`config.mk`:
```
export PLATFORM = sky130hd
export DESIGN_NAME = ccw_front
export DESIGN_NICKNAME = d
export VERILOG_FILES = /design/src/rtl/text_console_cell_writer_defines.svh /design/src/rtl/ccw_pkg.sv /design/src/rtl/ccw_front.sv
export SDC_FILE = /design/constraint.sdc
export NUM_CORES = 1
export LEC_CHECK = 0
export BUFFER_PORTS_ARGS = -buffer_cell sky130_fd_sc_hd__buf_4
export CAP_MARGIN = 40
export CORE_MARGIN = 5
export CORE_UTILIZATION = 48
export DETAILED_ROUTE_END_ITERATION = 10
export HOLD_SLACK_MARGIN = 0.12
export MAX_ROUTING_LAYER = met4
export PLACE_DENSITY = 0.88
export SYNTH_ARGS = -nofsm -noshare
export SYNTH_HDL_FRONTEND = slang
export SYNTH_SLANG_ARGS = --single-unit
```
`constraint.sdc`:
```
create_clock -name clk_i -period 6.09 [get_ports clk_i]
set_clock_uncertainty 0.1 [all_clocks]
set_input_delay 0 -clock clk_i [delete_from_list [all_inputs] [get_ports clk_i]]
set_output_delay 0 -clock clk_i [all_outputs]
set_load 0.02 [all_outputs]
```
`src/rtl/text_console_cell_writer_defines.svh`:
```
// Assertion macros for the text console cell writer.
// Both take the label first and expect clk_i and rst_ni in scope.
`ifndef TEXT_CONSOLE_CELL_WRITER_DEFINES_SVH
`define TEXT_CONSOLE_CELL_WRITER_DEFINES_SVH
`ifndef SYNTHESIS
`define CCW_ASSERT(lbl, prop) \
  lbl: assert property (@(posedge clk_i) disable iff (!rst_ni) prop) \
    else $error("console writer: property check failed");
`define CCW_ASSERT_NEVER(lbl, cond) \
  lbl: assert property (@(posedge clk_i) disable iff (!rst_ni) !(cond)) \
    else $error("console writer: forbidden condition seen");
`else
`define CCW_ASSERT(lbl, prop)
`define CCW_ASSERT_NEVER(lbl, cond)
`endif
`endif

```
`src/rtl/ccw_pkg.sv`:
```
`default_nettype none
package ccw_pkg;

  // Screen geometry
  localparam int COLUMNS = 80;
  localparam int ROWS    = 25;
  localparam int CELLS   = ROWS * COLUMNS;
  localparam int IDX_W   = $clog2(CELLS);
  localparam int COL_W   = $clog2(COLUMNS);
  localparam int ROW_W   = $clog2(ROWS);

  // Fixed field widths
  localparam int CURSOR_W = 11;
  localparam int CELL_W   = 16;

  // Queue between front and back
  localparam int FIFO_DEPTH = 2;
  localparam int FIFO_PTR_W = $clog2(FIFO_DEPTH);
  localparam int FIFO_CNT_W = $clog2(FIFO_DEPTH + 1);

  // Character and attribute codes
  localparam logic [7:0] CHAR_LF      = 8'd10;
  localparam logic [7:0] CHAR_CR      = 8'd13;
  localparam logic [7:0] BLANK_CHAR   = 8'h20;
  localparam logic [7:0] DEFAULT_ATTR = 8'h0F;

  // Request codes on req_type
  typedef enum logic [1:0] {
    REQ_PUT   = 2'd0,
    REQ_CLEAR = 2'd1,
    REQ_COLOR = 2'd2,
    REQ_READ  = 2'd3
  } req_e;

  // Operations decoded by the front
  typedef enum logic [2:0] {
    OP_PUT,
    OP_NEWLINE,
    OP_CLEAR,
    OP_COLOR,
    OP_READ,
    OP_NOREAD
  } op_e;

  typedef struct packed {
    op_e              op;
    logic [7:0]       ch;
    logic [7:0]       attr;
    logic [IDX_W-1:0] addr;
  } cmd_t;

endpackage
`default_nettype wire

```
`src/rtl/ccw_front.sv`:
```
`default_nettype none
module ccw_front (
  input  logic          clk_i,
  input  logic          rst_ni,
  input  logic          in_valid_i,
  output logic          in_ready_o,
  input  logic [1:0]    req_type_i,
  input  logic [7:0]    char_code_i,
  input  logic [3:0]    fore_color_i,
  input  logic [3:0]    back_color_i,
  input  logic [4:0]    read_row_i,
  input  logic [6:0]    read_col_i,
  input  logic          back_ready_i,
  output logic          push_o,
  output ccw_pkg::cmd_t push_data_o,
  input  logic          push_ready_i
);
  import ccw_pkg::*;

  logic valid_q, valid_d;
  cmd_t cmd_q, cmd_d;
  logic accept;

  // Take an item when the back end is ready and the stage is empty or drains this cycle
  assign in_ready_o = back_ready_i && (!valid_q || push_ready_i);
  assign accept     = in_valid_i && in_ready_o;
  assign push_o     = valid_q && push_ready_i;
  assign push_data_o = cmd_q;

  // Classify the request
  always_comb begin
    cmd_d      = '0;
    cmd_d.ch   = char_code_i;
    cmd_d.attr = {back_color_i, fore_color_i};
    cmd_d.addr = IDX_W'(read_row_i) * IDX_W'(COLUMNS) + IDX_W'(read_col_i);
    case (req_e'(req_type_i))
      REQ_PUT: begin
        if (char_code_i inside {CHAR_LF, CHAR_CR}) cmd_d.op = OP_NEWLINE;
        else cmd_d.op = OP_PUT;
      end
      REQ_CLEAR: cmd_d.op = OP_CLEAR;
      REQ_COLOR: cmd_d.op = OP_COLOR;
      REQ_READ: begin
        if (int'(read_row_i) < ROWS && int'(read_col_i) < COLUMNS) cmd_d.op = OP_READ;
        else cmd_d.op = OP_NOREAD;
      end
      default: cmd_d.op = OP_NOREAD;
    endcase
  end

  // Hold the classified item until the queue takes it
  always_comb begin
    valid_d = valid_q;
    if (accept) valid_d = 1'b1;
    else if (push_o) valid_d = 1'b0;
  end

  always_ff @(posedge clk_i or negedge rst_ni) begin
    if (!rst_ni) begin
      valid_q <= 1'b0;
    end else begin
      valid_q <= valid_d;
    end
  end

  always_ff @(posedge clk_i) begin
    if (accept) cmd_q <= cmd_d;
  end

endmodule
`default_nettype wire

```
After elaboration in Yosys (flattened, before gate mapping)

Index checks and enable logic that the tools add are counted.

$add $sub $neg: 1
Multipliers: 1
Div/mod/pow operators: 0
$lt $le $gt $ge: 2
Equal/unequal tests: 5
Shifts and indexed selects: 0
Mux-type cells: 5
Bitwise gates (word level): 0
Reductions and logical operators: 9

Operator list:

| kind                | number |
|---|---|
| $eq 8x4->1 const B  | 2 |
| $pmux 3 s4          | 1 |
| $add 11x7->11       | 1 |
| $lt 7x7->1 const B  | 1 |
| $mul 5x3->7 const B | 1 |
| $lt 5x5->1 const B  | 1 |
| $eq 2x2->1 const B  | 2 |
| $logic_and 1x1->1   | 4 |
| $mux 1              | 4 |
| $reduce_bool 2->1   | 2 |
| $eq 2x1->1 const B  | 1 |
| $logic_not 2->1     | 1 |
| $logic_not 1->1     | 1 |
| $logic_or 1x1->1    | 1 |

Register bits after elaboration: 31
Latch bits: 0
Bits in writable memories: 0
Memory bits (read-only): 0
Input bits: 35
Output and inout bits: 32
Logic and storage cells: 28
Memories kept: 0

Longest topological paths before layout

Depth after elaboration: 5
Mapped depth: 7
Depth with buffers taken out: 7

Worst setup path after synthesis

OpenSTA, ideal clock, no wires.

Kind: flip-flop to flip-flop
From: register valid_q
To: register cmd_q (netlist bit push_data_o[0]) (enable)
Setup time: 0.420 ns
Data arrival time: 1.827 ns
Data required time: 5.570 ns
Setup slack: 3.742 ns
Stages on the path, launching flop included: 3
Path buffers: 0
Period minus slack after synthesis: 2.348 ns
Cells stage by stage: dfrtp_1 nand2b_1 nor2b_1

Longest elaborated chain between the ends: 4

RTL lines:

| item                   | line            | RTL |
|---|---|---|
| from (decl)            | ccw_front.sv:20 | `logic valid_q, valid_d;` |
| from (signal assigned) | ccw_front.sv:62 | `valid_q <= valid_d;` |
| $logic_not 1->1        | ccw_front.sv:25 | `assign in_ready_o = back_ready_i && (!valid_q \|\| push_ready_i);` |
| $logic_or 1x1->1       | ccw_front.sv:25 |  |
| $logic_and 1x1->1      | ccw_front.sv:25 |  |
| $logic_and 1x1->1      | ccw_front.sv:26 | `assign accept = in_valid_i && in_ready_o;` |
| net accept             | ccw_front.sv:22 | `logic accept;` |
| to (signal assigned)   | ccw_front.sv:67 | `if (accept) cmd_q <= cmd_d;` |
| to (decl)              | ccw_front.sv:21 | `cmd_t cmd_q, cmd_d;` |

The timed path passes the listed nets, and every way through them passes these cells.
A chain may end at the register's enable or synchronous reset.

==> impl_metrics.env <==
export IMPL_grt_pass1_vias=1232
export IMPL_whs_endpoint="push_data_o[5]"
export IMPL_drt_iter0_drc=37
export IMPL_cts_resized=0
export IMPL_hold_viol=0
export IMPL_mostFrequentLayoutCells="buf_4, dlygate4sd3_1, edfxtp_1"
export IMPL_core_mm2=0.00271
export IMPL_fin_crit_ns=2.27
export IMPL_tightestPinTransition_ns=0.383
export IMPL_max_slew_margin=0.743
export IMPL_fp_row_count=19
export IMPL_syn_cell_area_mm2=0.00133
export IMPL_worstSetupEndpointType="flop"
export IMPL_yosysWarnings=0
export IMPL_cts_root_buf="clkbuf_4"
export IMPL_rsz0062_at_grt="no"
export IMPL_fillers=130
export IMPL_final_common_cell="buf_4"
export IMPL_overflow=0
export IMPL_hpwl_um=2290
export IMPL_clock_sinks=31
export IMPL_start_util=0.491
export IMPL_max_stage_delay_ns=0.58
export IMPL_synth_cell_types=20
export IMPL_synth_edf_count=30
export IMPL_numPlacedInstances=181
export IMPL_antenna_found_initial=0
export IMPL_cts_buffer_depth=2
export IMPL_crit_slowest_cell="dlygate4sd3_1"
export IMPL_setup_tns_ns=0
export IMPL_dr_pass1_iters=4
export IMPL_layoutNonFillerInstCount=221
export IMPL_worstPathMaxFanout=2
export IMPL_fp_dieArea_mm2=0.00393
export IMPL_wl_per_cell_um=17.7
export IMPL_die_x_um=62.7
export IMPL_design_power_total_mw=0.471
export IMPL_power_density_mw_per_mm2=209
export IMPL_cts_tree="yes"
export IMPL_async_flop_share=0.0323
export IMPL_drv_cap=0
export IMPL_track_usage=0.216
export IMPL_place_gp_congestion=0.772
export IMPL_insertion_delay_ns=0.30
export IMPL_irDropWorstVdd_v=0.000202
export IMPL_io_buffers=66
export IMPL_critPathArrivalTime_ns=2.25
export IMPL_io_pins=67
export IMPL_regToRegEndpoint="push_data_o[6]"
export IMPL_max_freq_ghz=0.440
export IMPL_via_per_inst=4.97
export IMPL_drv_slew=0
export IMPL_crit_top_cell="dlygate4sd3_1"
export IMPL_synth_nets=131
export IMPL_synth_main_ff_cell="edfxtp_1"
export IMPL_syn_inst=83
export IMPL_status="complete, no violations"
export IMPL_clk_pin_slew_worst_paths_ns=0.10
export IMPL_antenna_cells=0
export IMPL_routed_wl_um=3910
export IMPL_fin_nets=238
export IMPL_grt_max_degree=31
export IMPL_holdPathStages=4
export IMPL_crit_start="read_col_i[4]"
export IMPL_cp_required_ns=6.06
export IMPL_route_detailed_drc=0
export IMPL_post_route_period_util=0.373
export IMPL_cts_htree_levels=2
export IMPL_die_h_um=62.7
export IMPL_area_growth_pct=69.2
export IMPL_postRouteAntennaNets=0
export IMPL_synth_area_per_cell_um2=16.0
export IMPL_setup_viol=0
export IMPL_whs_ns=0.134
export IMPL_worstSetupPathType="in2reg"
export IMPL_leakage_nw=0.996
export IMPL_min_from="read_col_i[5]"
export IMPL_critPathLaunchType="primary input"
export IMPL_reg2regPathDepth=3
export IMPL_timing_rr_start="valid_q"
export IMPL_placed_area_mm2=0.00188
export IMPL_numCtsBuffers=5
export IMPL_final_area_mm2=0.00225
export IMPL_grt_pass1_wl_um=6350
export IMPL_path_cells="dlygate4sd3_1 > buf_4 > o21ai_0 > nand2_1 > nand3_1 > dlygate4sd3_1 > o221ai_1 > dlygate4sd3_1"
export IMPL_drive_gt1_frac=0.389
export IMPL_ys_seq_elements=31
export IMPL_regToRegSetupSlack_ns=4.58
export IMPL_vias=1099
export IMPL_hp_class="in2reg"
export IMPL_seq_area_frac_synth=0.695
worst max-delay path: cells and delay by family:
family,cells,cell delay [ns]
AOI/OAI and AO/OA,2,0.26
and+or+nand+nor,2,0.17
buffers and inverters,4,1.82
timing repair:
| action | in CTS | in global routing |
|---|---|---|
| buffers inserted | 0 | 0 |
| endpoints found under the hold margin | 28 | 0 |
| hold buffers | 33 | 0 |
metrics by stage:
step                utilization  setup WS, ns
floorplan                     -          3.74
detailed placement        0.692          3.98
global placement          0.692          4.09
global route              0.831          3.73
finish                    0.831          3.82
CTS                       0.831          3.89
flip-flops by register name (all words and copies together), names as in the netlist:
register and count:
valid_q 1, push_data_o 30
power by group:
group	switching, mW	total (mW)	internal (mW)
Clock	0.0649	0.106	0.0409
Combinational	0.0523	0.111	0.0591
Sequential	0.00380	0.253	0.250
Total	0.121	0.471	0.350
layer usage:
| layer | GRT usage | vias up | part of all wire |
|---|---|---|---|
| met1 | 0.246 | 522 | 0.40 |
| met3 | 0.0594 | 6 | 0.071 |
| met2 | 0.363 | 52 | 0.51 |
| met4 | 0.0769 | 0 | 0.020 |
| met5 | - | - | 0 |
| li1 | - | 519 | - |
cell type report:
| cell class | count | area (um^2) | share of cell area |
|---|---|---|---|
| tap | 31 | 38.8 | 0.0172 |
| clock inverter | 2 | 8.76 | 0.00389 |
| clock buffer | 5 | 37.5 | 0.0167 |
| timing repair buffer | 100 | 833 | 0.370 |
| multi-input combinational | 46 | 385 | 0.171 |
| inverter | 6 | 22.5 | 0.0100 |
| sequential | 31 | 926 | 0.411 |
synth_stat cells (2+ instances only):
cell / number / area [um^2]
xor2_1: 2 / 17.5
nand3_1: 2 / 10.0
inv_1: 6 / 22.5
nor2_1: 3 / 11.3
a21oi_1: 3 / 15.0
edfxtp_1: 30 / 901
a21o_1: 2 / 15.0
ha_1: 11 / 138
and2_1: 2 / 12.5
xnor2_1: 5 / 43.8
nand2_1: 5 / 18.8
o21ai_0: 2 / 10.0
nor2b_1: 2 / 12.5
fa_1: 2 / 40.0
worst max path at each step:
stage	end	slack, ns
after detailed placement	push_data_o[10]	3.98
final	push_data_o[27]	3.82
after CTS	push_data_o[27]	3.89
after global routing	push_data_o[27]	3.73
after global placement	push_data_o[10]	4.09
after floorplan	push_data_o[0]	3.74
logic make-up (layout without fill, tap and decap cells):
group,after synthesis,in the layout,share of synthesized area
AOI/OAI and AO/OA,10,10,0.0498
xor gates and xnor gates,7,7,0.0461
adders and majority gates,13,13,0.133
buffers and inverters,6,113,0.0169
DFF,31,31,0.695
and+or+nand+nor,16,16,0.0583
Note: power is estimated with default switching activity, not from simulation.
