[config.mk]
export PLATFORM = sky130hd
export DESIGN_NAME = ccw_fifo
export DESIGN_NICKNAME = d
export VERILOG_FILES = /design/src/rtl/text_console_cell_writer_defines.svh /design/src/rtl/ccw_pkg.sv /design/src/rtl/ccw_fifo.sv
export SDC_FILE = /design/constraint.sdc
export NUM_CORES = 1
export LEC_CHECK = 0
export ABC_AREA = 1
export BUFFER_PORTS_ARGS = -buffer_cell sky130_fd_sc_hd__buf_2
export CAP_MARGIN = 40
export CORE_UTILIZATION = 41
export CTS_CLUSTER_DIAMETER = 40
export DETAILED_ROUTE_END_ITERATION = 8
export PLACE_DENSITY = 0.65
export SLEW_MARGIN = 40
export SYNTH_ARGS = -nofsm -noshare
export SYNTH_HDL_FRONTEND = slang
export SYNTH_SLANG_ARGS = --single-unit
[constraint.sdc]
create_clock -name clk_i -period 5.15 [get_ports clk_i]
set_clock_uncertainty 0.05 [all_clocks]
set_input_delay 0.2575 -clock clk_i [delete_from_list [all_inputs] [get_ports clk_i]]
set_output_delay 0.2575 -clock clk_i [all_outputs]
set_load 0.03 [all_outputs]
[src/rtl/text_console_cell_writer_defines.svh]
// Assertion macros for the text console cell writer.
// Both take the label first and expect clk_i and rst_ni in scope.
`ifndef TEXT_CONSOLE_CELL_WRITER_DEFINES_SVH
`define TEXT_CONSOLE_CELL_WRITER_DEFINES_SVH
`ifndef SYNTHESIS
`define CCW_ASSERT(lbl, prop) \
  lbl: assert property (@(posedge clk_i) disable iff (!rst_ni) prop) \
    else $error("console writer: property check failed");
`define CCW_ASSERT_NEVER(lbl, cond) \
  lbl: assert property (@(posedge clk_i) disable iff (!rst_ni) !(cond)) \
    else $error("console writer: forbidden condition seen");
`else
`define CCW_ASSERT(lbl, prop)
`define CCW_ASSERT_NEVER(lbl, cond)
`endif
`endif

[src/rtl/ccw_pkg.sv]
`default_nettype none
package ccw_pkg;

  // Screen geometry
  localparam int COLUMNS = 80;
  localparam int ROWS    = 25;
  localparam int CELLS   = ROWS * COLUMNS;
  localparam int IDX_W   = $clog2(CELLS);
  localparam int COL_W   = $clog2(COLUMNS);
  localparam int ROW_W   = $clog2(ROWS);

  // Fixed field widths
  localparam int CURSOR_W = 11;
  localparam int CELL_W   = 16;

  // Queue between front and back
  localparam int FIFO_DEPTH = 2;
  localparam int FIFO_PTR_W = $clog2(FIFO_DEPTH);
  localparam int FIFO_CNT_W = $clog2(FIFO_DEPTH + 1);

  // Character and attribute codes
  localparam logic [7:0] CHAR_LF      = 8'd10;
  localparam logic [7:0] CHAR_CR      = 8'd13;
  localparam logic [7:0] BLANK_CHAR   = 8'h20;
  localparam logic [7:0] DEFAULT_ATTR = 8'h0F;

  // Request codes on req_type
  typedef enum logic [1:0] {
    REQ_PUT   = 2'd0,
    REQ_CLEAR = 2'd1,
    REQ_COLOR = 2'd2,
    REQ_READ  = 2'd3
  } req_e;

  // Operations decoded by the front
  typedef enum logic [2:0] {
    OP_PUT,
    OP_NEWLINE,
    OP_CLEAR,
    OP_COLOR,
    OP_READ,
    OP_NOREAD
  } op_e;

  typedef struct packed {
    op_e              op;
    logic [7:0]       ch;
    logic [7:0]       attr;
    logic [IDX_W-1:0] addr;
  } cmd_t;

endpackage
`default_nettype wire

[src/rtl/ccw_fifo.sv]
`default_nettype none
module ccw_fifo (
  input  logic          clk_i,
  input  logic          rst_ni,
  input  logic          push_i,
  input  ccw_pkg::cmd_t push_data_i,
  output logic          push_ready_o,
  output logic          pop_valid_o,
  output ccw_pkg::cmd_t pop_data_o,
  input  logic          pop_i
);
  import ccw_pkg::*;

  cmd_t                  slots_q [FIFO_DEPTH];
  logic [FIFO_PTR_W-1:0] wr_ptr_q, wr_ptr_d;
  logic [FIFO_PTR_W-1:0] rd_ptr_q, rd_ptr_d;
  logic [FIFO_CNT_W-1:0] count_q, count_d;
  logic                  do_push, do_pop;

  assign push_ready_o = (int'(count_q) != FIFO_DEPTH);
  assign pop_valid_o  = (count_q != '0);
  assign pop_data_o   = slots_q[rd_ptr_q];
  assign do_push      = push_i && push_ready_o;
  assign do_pop       = pop_i && pop_valid_o;

  // Advance pointers and occupancy
  always_comb begin
    wr_ptr_d = wr_ptr_q;
    rd_ptr_d = rd_ptr_q;
    count_d  = count_q;
    if (do_push) wr_ptr_d = wr_ptr_q + FIFO_PTR_W'(1);
    if (do_pop) rd_ptr_d = rd_ptr_q + FIFO_PTR_W'(1);
    if (do_push && !do_pop) count_d = count_q + FIFO_CNT_W'(1);
    else if (!do_push && do_pop) count_d = count_q - FIFO_CNT_W'(1);
  end

  always_ff @(posedge clk_i or negedge rst_ni) begin
    if (!rst_ni) begin
      wr_ptr_q <= '0;
      rd_ptr_q <= '0;
      count_q  <= '0;
    end else begin
      wr_ptr_q <= wr_ptr_d;
      rd_ptr_q <= rd_ptr_d;
      count_q  <= count_d;
    end
  end

  always_ff @(posedge clk_i) begin
    if (do_push) slots_q[wr_ptr_q] <= push_data_i;
  end

endmodule
`default_nettype wire

# After elaboration in Yosys (flattened, before gate mapping)
# Memories as Yosys holds them, arrays and structs flattened.
# Cells that the tools add are included.
# totals
elab_cells	21
register_bits	4
inputBits	34
mem_bits_rw	60
out_inout_bits	32
mem_count	1
# op_classes
eq_ne	1
mux	4
addsub	4
n_reduce_logical	8
# mem_list
name	depth	word_bits	rd	rd_clocked_by_memory_dff	wr	line	source
slots_q	2	30	1	0	1	ccw_fifo.sv:14	cmd_t slots_q [FIFO_DEPTH];
# ops
operator	n
$logic_and 1x1->1	4
$mux 2	2
$reduce_bool 2->1	2
$add 1x1->1 const B	2
$add 2x1->2 const B	1
$logic_not 1->1	2
$mux 1	2
$ne 2x2->1 const B	1
$sub 2x1->2 const B	1

# Longest topological paths before layout
# Gate-level depths: netlist of run 1.
# logic_depth
ltp_word	6
ltp_mapped	10
depth_no_buf	10

# Least setup slack after synthesis of run 1
# Ideal clock, no wire load.
# synth_path
path_kind	reg-to-reg
from	register count_q[0]
to	memory slots_q[0][0] in the netlist's numbering (enable)
arrival_ns	2.128
period_less_slack_ns	2.595
n_path_buf	0
stages_incl_launch_ff	5
required_time_ns	4.683
setup_ns	0.417
setup_slack_ns	2.555
path_cell_list	dfrtp_1 > inv_1 > nand2_1 > nand2_1 > nor2_1
# synth_via
elab_chain_cells	4
# synth_rtl
item	line	source
start, declared	ccw_fifo.sv:17	logic [FIFO_CNT_W-1:0] count_q, count_d;
start signal, assigned	ccw_fifo.sv:45	count_q <= count_d;
$ne 2x2->1	ccw_fifo.sv:20	assign push_ready_o = (int'(count_q) != FIFO_DEPTH);
net push_ready_o	ccw_fifo.sv:7	output logic push_ready_o,
$logic_and 1x1->1	ccw_fifo.sv:23	assign do_push = push_i && push_ready_o;
$mux 1	ccw_fifo.sv:50	if (do_push) slots_q[wr_ptr_q] <= push_data_i;
$mux 1 (implied by the code)	ccw_fifo.sv:50	
end, declared	ccw_fifo.sv:14	
# The timed path passes the listed nets, and every way through them passes these cells.

==> run metrics, run 1 <==
outcome completed; number of levels in the clock H-tree 3; via count of the first global-routing pass 1444; clock insertion delay at the later pin of the skew report 320 ps; synthesized cell area 2387 um^2; final net count 293; worst hold start push_data_i[4]; Max IR drop VDD 0.2588 mV; number of CTS-inserted buffers 9; synthesized netlist cell count 185; total length of routed met2 wires 1.971 mm; count of distinct cell types in the synthesized netlist 12; register bit total from synthesis 64; Highest Clock Rate 0.4524 GHz; Slew Viols, Final 0; commonest cells after routing, fill and taps aside sky130_fd_sc_hd__nand2_1, sky130_fd_sc_hd__buf_2, sky130_fd_sc_hd__edfxtp_1; classification of the worst setup path reg -> out; setup ws final 2940 ps; met3 wire length 232 um; global-route wire length before repair 6.410 mm; cell type group with the largest total delay on the critical path flip-flops; total number of vias 1485; highest metal layer with signal wires met4; CP endpoint kind primary output; Place WS 3273 ps; placement row count 27; RD Place Congestion 0.6745; routed length on met1 1.862 mm; share of layout cells above drive strength 1 0.3270; drc violations 0; die outline area 6132 um^2; Period Utilization, post-route 0.4292; maximum number of pins on one net before global-route repair 33; total routing usage reported by global routing 0.1451; max-capacitance violation count 0; Total Routed Length 4.125 mm; Worst-Margin Slew 599.7 ps; Largest stage delay, worst path 750 ps; via-per-instance ratio 4.433; starting density of the core 0.4283; buffers plus inverters on the worst setup path 2; count of warnings emitted by yosys 0; GRT Residual Overflow 0; RSZ-0062 raised after global routing false; initial detailed-routing violation count 98; largest driver fanout on the critical path 32; PD cells 633.0 nW/um^2; Max-Slew Margin vs Limit 0.6002; Top Ports 66; register area share after synthesis 0.7966; diode insertion count for antenna repair 0; die height 78.31 um; routed length per placed instance 12.31 um; first drt pass iteration count 4; Crit. Startpoint rd_ptr_q$_DFFE_PN0P_; antenna viol nets, final 0; clock tree from TritonCTS built; Critical Path Source Type flip-flop; post-layout min period 2210 ps; CORE AREA 5574 um^2; Detailed Place HPWL 2.701 mm; clock root cell sky130_fd_sc_hd__clkbuf_8; final-layout setup total negative slack 0 ps; Reg clk slew, reported paths 70 ps; leak pwr 1.330 nW; Final Power 1.917 mW; number of setup buffers added after CTS 0; data arrival time of the critical path 1900 ps; Top cell by count, worst path sky130_fd_sc_hd__nand2_1; overall die width 78.31 um; Max clock buf depth 2; most common cell after layout, fill and taps aside sky130_fd_sc_hd__nand2_1; number of sinks driven by the clock tree 64; data required time of the worst path 4840 ps; Area Growth Syn to Fin 26.89%; synthesized net count 220; cell with the largest stage delay on the worst path sky130_fd_sc_hd__dfrtp_2; type of the most critical hold path in -> reg; worst-path cell chain inv_2 -> nand2_1 -> nand2_1 -> buf_2; Final Hold Viols 0; mean area per synthesized cell 12.90 um^2; number of antenna violations at the first check in global routing 0; RR Startpoint count_q[0]$_DFFE_PN0P_; total setup violations reported at the end of the flow 0; Port Buffers 65; number of fill cells in the layout 489
==> final timing paths <==
check                      slack (ps)  cells after the start                  endpoint
hold / removal                     70                      1   slots_q[0][4]$_DFFE_PP_
setup / recovery                 2940                      4             pop_data_o[4]
max in group asynchronous        4700                      2      rd_ptr_q$_DFFE_PN0P_
min in group asynchronous         220                      2      wr_ptr_q$_DFFE_PN0P_
hold reg to reg                   450                      1    count_q[0]$_DFFE_PN0P_
setup reg to reg                 3370                      5  slots_q[0][28]$_DFFE_PP_
==> per-stage QoR <==
stage / utilization / hold slack, ps / cell area, um^2 / std cells
floorplan: - / -88.09 / 2387 / 185
global placement: 0.5001 / 19.71 / 2788 / 316
detailed placement: 0.5080 / 23.66 / 2831 / 318
CTS: 0.5434 / 48.86 / 3029 / 335
global route: 0.5434 / 46.84 / 3029 / 335
finish: 0.5434 / 68.30 / 3029 / 335
==> layout make-up <==
cell class | count | area, um^2 | area share
flip-flops and latches | 64 | 1903 | 0.6283
well taps | 72 | 90.09 | 0.02974
multi-input cells | 108 | 444.2 | 0.1466
repair buffers | 68 | 377.9 | 0.1247
clock inverters | 6 | 60.06 | 0.01983
clock buffers | 10 | 127.6 | 0.04213
inverters | 7 | 26.28 | 0.008674
==> report_power, final <==
part	switching (mW)	leakage (nW)	internal [mW]	total, mW
combinational	0.531	0.633	0.200	0.731
sequential	0.0721	0.605	0.713	0.786
clock	0.180	0.0920	0.221	0.401
total	0.783	1.33	1.13	1.92
==> registers in the layout, summed over array words and instances, names as in the netlist <==
name	count
slots_q	60
count_q	2
rd_ptr_q	1
wr_ptr_q	1
==> timing repair <==
| action | in CTS | in global routing |
|---|---|---|
| gates resized for setup | 0 | 0 |
| hold buffers | 1 | 0 |
| endpoints found under the hold margin | 4 | 0 |
==> worst register-to-register path, cell delays in order (launching register included) <==
cell                      delay, ps
sky130_fd_sc_hd__dfrtp_1        380
sky130_fd_sc_hd__inv_1           80
sky130_fd_sc_hd__nand2_1         80
sky130_fd_sc_hd__nand2_1        180
sky130_fd_sc_hd__nor2_4         480
sky130_fd_sc_hd__buf_8          240
==> cell families (layout without fill, tap and decap cells) <==
group                      Yosys count  in the layout  share of synthesized area
adders and majority gates            1              1                   0.005240
buffers and inverters               13             91                    0.02358
and+or+nand+nor                    105            105                     0.1672
DFF                                 64             64                     0.7966
xor gates and xnor gates             2              2                   0.007339
==> synth_stat cells <==
| cell | count | share of area |
|---|---|---|
| sky130_fd_sc_hd__xor2_1 | 1 | 0.0037 |
| sky130_fd_sc_hd__ha_1 | 1 | 0.0052 |
| sky130_fd_sc_hd__edfxtp_1 | 60 | 0.75 |
| sky130_fd_sc_hd__nand3_1 | 2 | 0.0042 |
| sky130_fd_sc_hd__nand4_1 | 1 | 0.0026 |
| sky130_fd_sc_hd__inv_2 | 1 | 0.0016 |
| sky130_fd_sc_hd__xnor2_1 | 1 | 0.0037 |
| sky130_fd_sc_hd__inv_1 | 6 | 0.0094 |
| sky130_fd_sc_hd__nor2_1 | 2 | 0.0031 |
| sky130_fd_sc_hd__buf_2 | 6 | 0.013 |
| sky130_fd_sc_hd__dfrtp_1 | 4 | 0.042 |
| sky130_fd_sc_hd__nand2_1 | 100 | 0.16 |
==> per-layer routing <==
layer	up-vias	track usage
li1	757	-
met1	669	0.1767
met2	53	0.2219
met3	6	0.04767
met4	0	0.09259
met5	-	0
Power figures use the tool's default switching activity.
==> run 2, diff against run 1 <==
- PLACE_DENSITY: 0.65 -> 0.68
- clock period: 5.15 -> 1.9 ns (I/O delays scaled with it)
==> run metrics, run 2 (synthesized netlist as in run 1, its figures left out) <==
Highest Clock Rate 0.5881 GHz; first drt pass iteration count 4 (unchanged); number of CTS-inserted buffers 9 (unchanged); RR Startpoint count_q[0]$_DFFE_PN0P_; antenna viol nets, final 0 (unchanged); R2R Setup Slk 300 ps (-3070 ps); number of sinks driven by the clock tree 64 (unchanged); number of flip-flops in the largest register 60 (unchanged); Period Utilization, post-route 0.8949; leak pwr 1.462 nW (+9.9%); number of fill cells in the layout 446 (-8.8%); Critical Path Source Type flip-flop; Final Hold Viols 0 (unchanged); die height 78.31 um (unchanged); total routing usage reported by global routing 0.1502 (+0.005167); Detailed Place HPWL 2.596 mm (-3.9%); maximum number of pins on one net before global-route repair 32 (-3.0%); post-CTS sizing 0 (unchanged); outcome completed; most common cell after layout, fill and taps aside sky130_fd_sc_hd__nand2_1; share of layout cells above drive strength 1 0.2872 (-0.03983); Slew Viols, Final 0 (unchanged); number of antenna violations at the first check in global routing 0 (unchanged); RD Place Congestion 0.7191 (+6.6%); GRT Residual Overflow 0 (unchanged); Area Growth Syn to Fin 39.20%; RSZ-0062 raised after global routing false; starting density of the core 0.4283 (unchanged); sequential cell area 1902 um^2 (about the same); classification of the worst setup path reg -> out; data required time of the worst path 1750 ps (-3090 ps); total setup violations reported at the end of the flow 0 (unchanged); global-route wire length before repair 6.651 mm (+3.8%); overall die width 78.31 um (unchanged); placement-stage cell area 2825 um^2 (-0.22%); multi-input combinational cell area 444.2 um^2 (unchanged); initial detailed-routing violation count 98 (unchanged); commonest cells after routing, fill and taps aside sky130_fd_sc_hd__nand2_1, sky130_fd_sc_hd__buf_2, sky130_fd_sc_hd__edfxtp_1; Largest Register slots_q; clock insertion delay at the later pin of the skew report 330 ps (about the same); placement row count 27 (unchanged); type of the most critical hold path in -> async; number of setup buffers added after CTS 0 (unchanged); data arrival time of the critical path 1560 ps (-340 ps); via-per-instance ratio 4.348 (-1.9%); setup ws final 199.7 ps (-2740 ps); Total Routed Length 4.304 mm (+4.3%); total number of vias 1600 (+7.7%); top flop regs slots_q: 60 flops, count_q: 2 flops; Final Power 5.206 mW (+170%); Max IR drop VDD 0.9182 mV (+250%); via count of the first global-routing pass 1484 (+2.8%); CP endpoint kind primary output; number of levels in the clock H-tree 3 (unchanged); largest driver fanout on the critical path 31 (-3.1%); Design Area, Final 3323 um^2 (+9.7%); routed length per placed instance 11.70 um (-5.0%); clock root cell sky130_fd_sc_hd__clkbuf_8; Max-Slew Margin vs Limit 0.6344 (+0.03421); die outline area 6132 um^2 (unchanged); reg2reg end count_q[1]$_DFFE_PN0P_; Port Buffers 65 (unchanged); Max clock buf depth 2 (unchanged); post-layout min period 1700 ps; Reg clk slew, reported paths 60 ps (about the same); Place WS 298.8 ps (-2974 ps); Top Ports 66 (unchanged); Worst-Margin Slew 547.6 ps (-52.11 ps); max-capacitance violation count 0 (unchanged); depth of the worst register-to-register path 9 (+4); worst hold slack across all endpoints 53.21 ps (-15.09 ps); clock tree from TritonCTS built; CORE AREA 5574 um^2 (unchanged); PD cells 1567 nW/um^2 (+150%); final net count 327 (+12%); final core utilization 0.5962 (+0.05275); drc violations 0 (unchanged); quantity of hold-fixing buffers added after cts 32 (+31); diode insertion count for antenna repair 0 (unchanged)
run 2: cell count changes in the layout (fill, tap and decap cells not counted):
cell | before | now
sky130_fd_sc_hd__buf_16 | 1 | 0
sky130_fd_sc_hd__buf_4 | 0 | 5
sky130_fd_sc_hd__buf_8 | 1 | 0
sky130_fd_sc_hd__clkbuf_1 | 1 | 2
sky130_fd_sc_hd__clkinv_1 | 0 | 1
sky130_fd_sc_hd__clkinv_2 | 3 | 1
sky130_fd_sc_hd__clkinvlp_4 | 2 | 1
sky130_fd_sc_hd__dfrtp_1 | 3 | 4
sky130_fd_sc_hd__dfrtp_2 | 1 | 0
sky130_fd_sc_hd__dlygate4sd3_1 | 1 | 32
run 2: how the worst max path moves through the flow:
stage | startpoint | to | slack [ps] | depth (start not counted)
global route | rd_ptr_q$_DFFE_PN0P_ | pop_data_o[18] | 80 | 4
finish | rd_ptr_q$_DFFE_PN0P_ | pop_data_o[22] | 200 | 4
CTS | rd_ptr_q$_DFFE_PN0P_ | pop_data_o[22] | 190 | 4
detailed placement | count_q[0]$_DFFE_PN0P_ | count_q[1]$_DFFE_PN0P_ | 300 | 9
floorplan | count_q[0]$_DFFE_PN0P_ | slots_q[0][0]$_DFFE_PP_ | -220 | 4
global placement | count_q[0]$_DFFE_PN0P_ | count_q[1]$_DFFE_PN0P_ | 360 | 9
run 2: critical path: stages, from the launching register on:
cell and delay, ps:
sky130_fd_sc_hd__dfrtp_1 380, sky130_fd_sc_hd__inv_2 410, sky130_fd_sc_hd__nand2_1 110, sky130_fd_sc_hd__nand2_1 110, sky130_fd_sc_hd__buf_2 200
run 2: metal layers:
metal / vias to the layer above / GRT usage / wire, um
li1: 827 / - / -
met1: 705 / 0.1715 / 1898
met2: 53 / 0.2491 / 2079
met3: 15 / 0.04767 / 209
met4: 0 / 0.08519 / 116
met5: - / 0 / 0
run 2: final cells by class:
class | instances | share of cell area
clock buffer | 11 | 0.03953
clock inverter | 4 | 0.01393
inverter | 7 | 0.007907
multi-input combinational | 108 | 0.1337
sequential | 64 | 0.5723
tap | 72 | 0.02711
timing repair buffer | 102 | 0.2056
run 2: per-stage QoR:
stage | TNS [ps] | std cells
after floorplan | -13250 | 185
after global placement | 0 | 321
after detailed placement | 0 | 321
after CTS | 0 | 368
after global routing | 0 | 368
final | 0 | 368
run 2: power by group:
part           switching [mW]  internal, mW
Sequential             0.0900          1.93
Clock                   0.464         0.592
Combinational            1.55         0.575
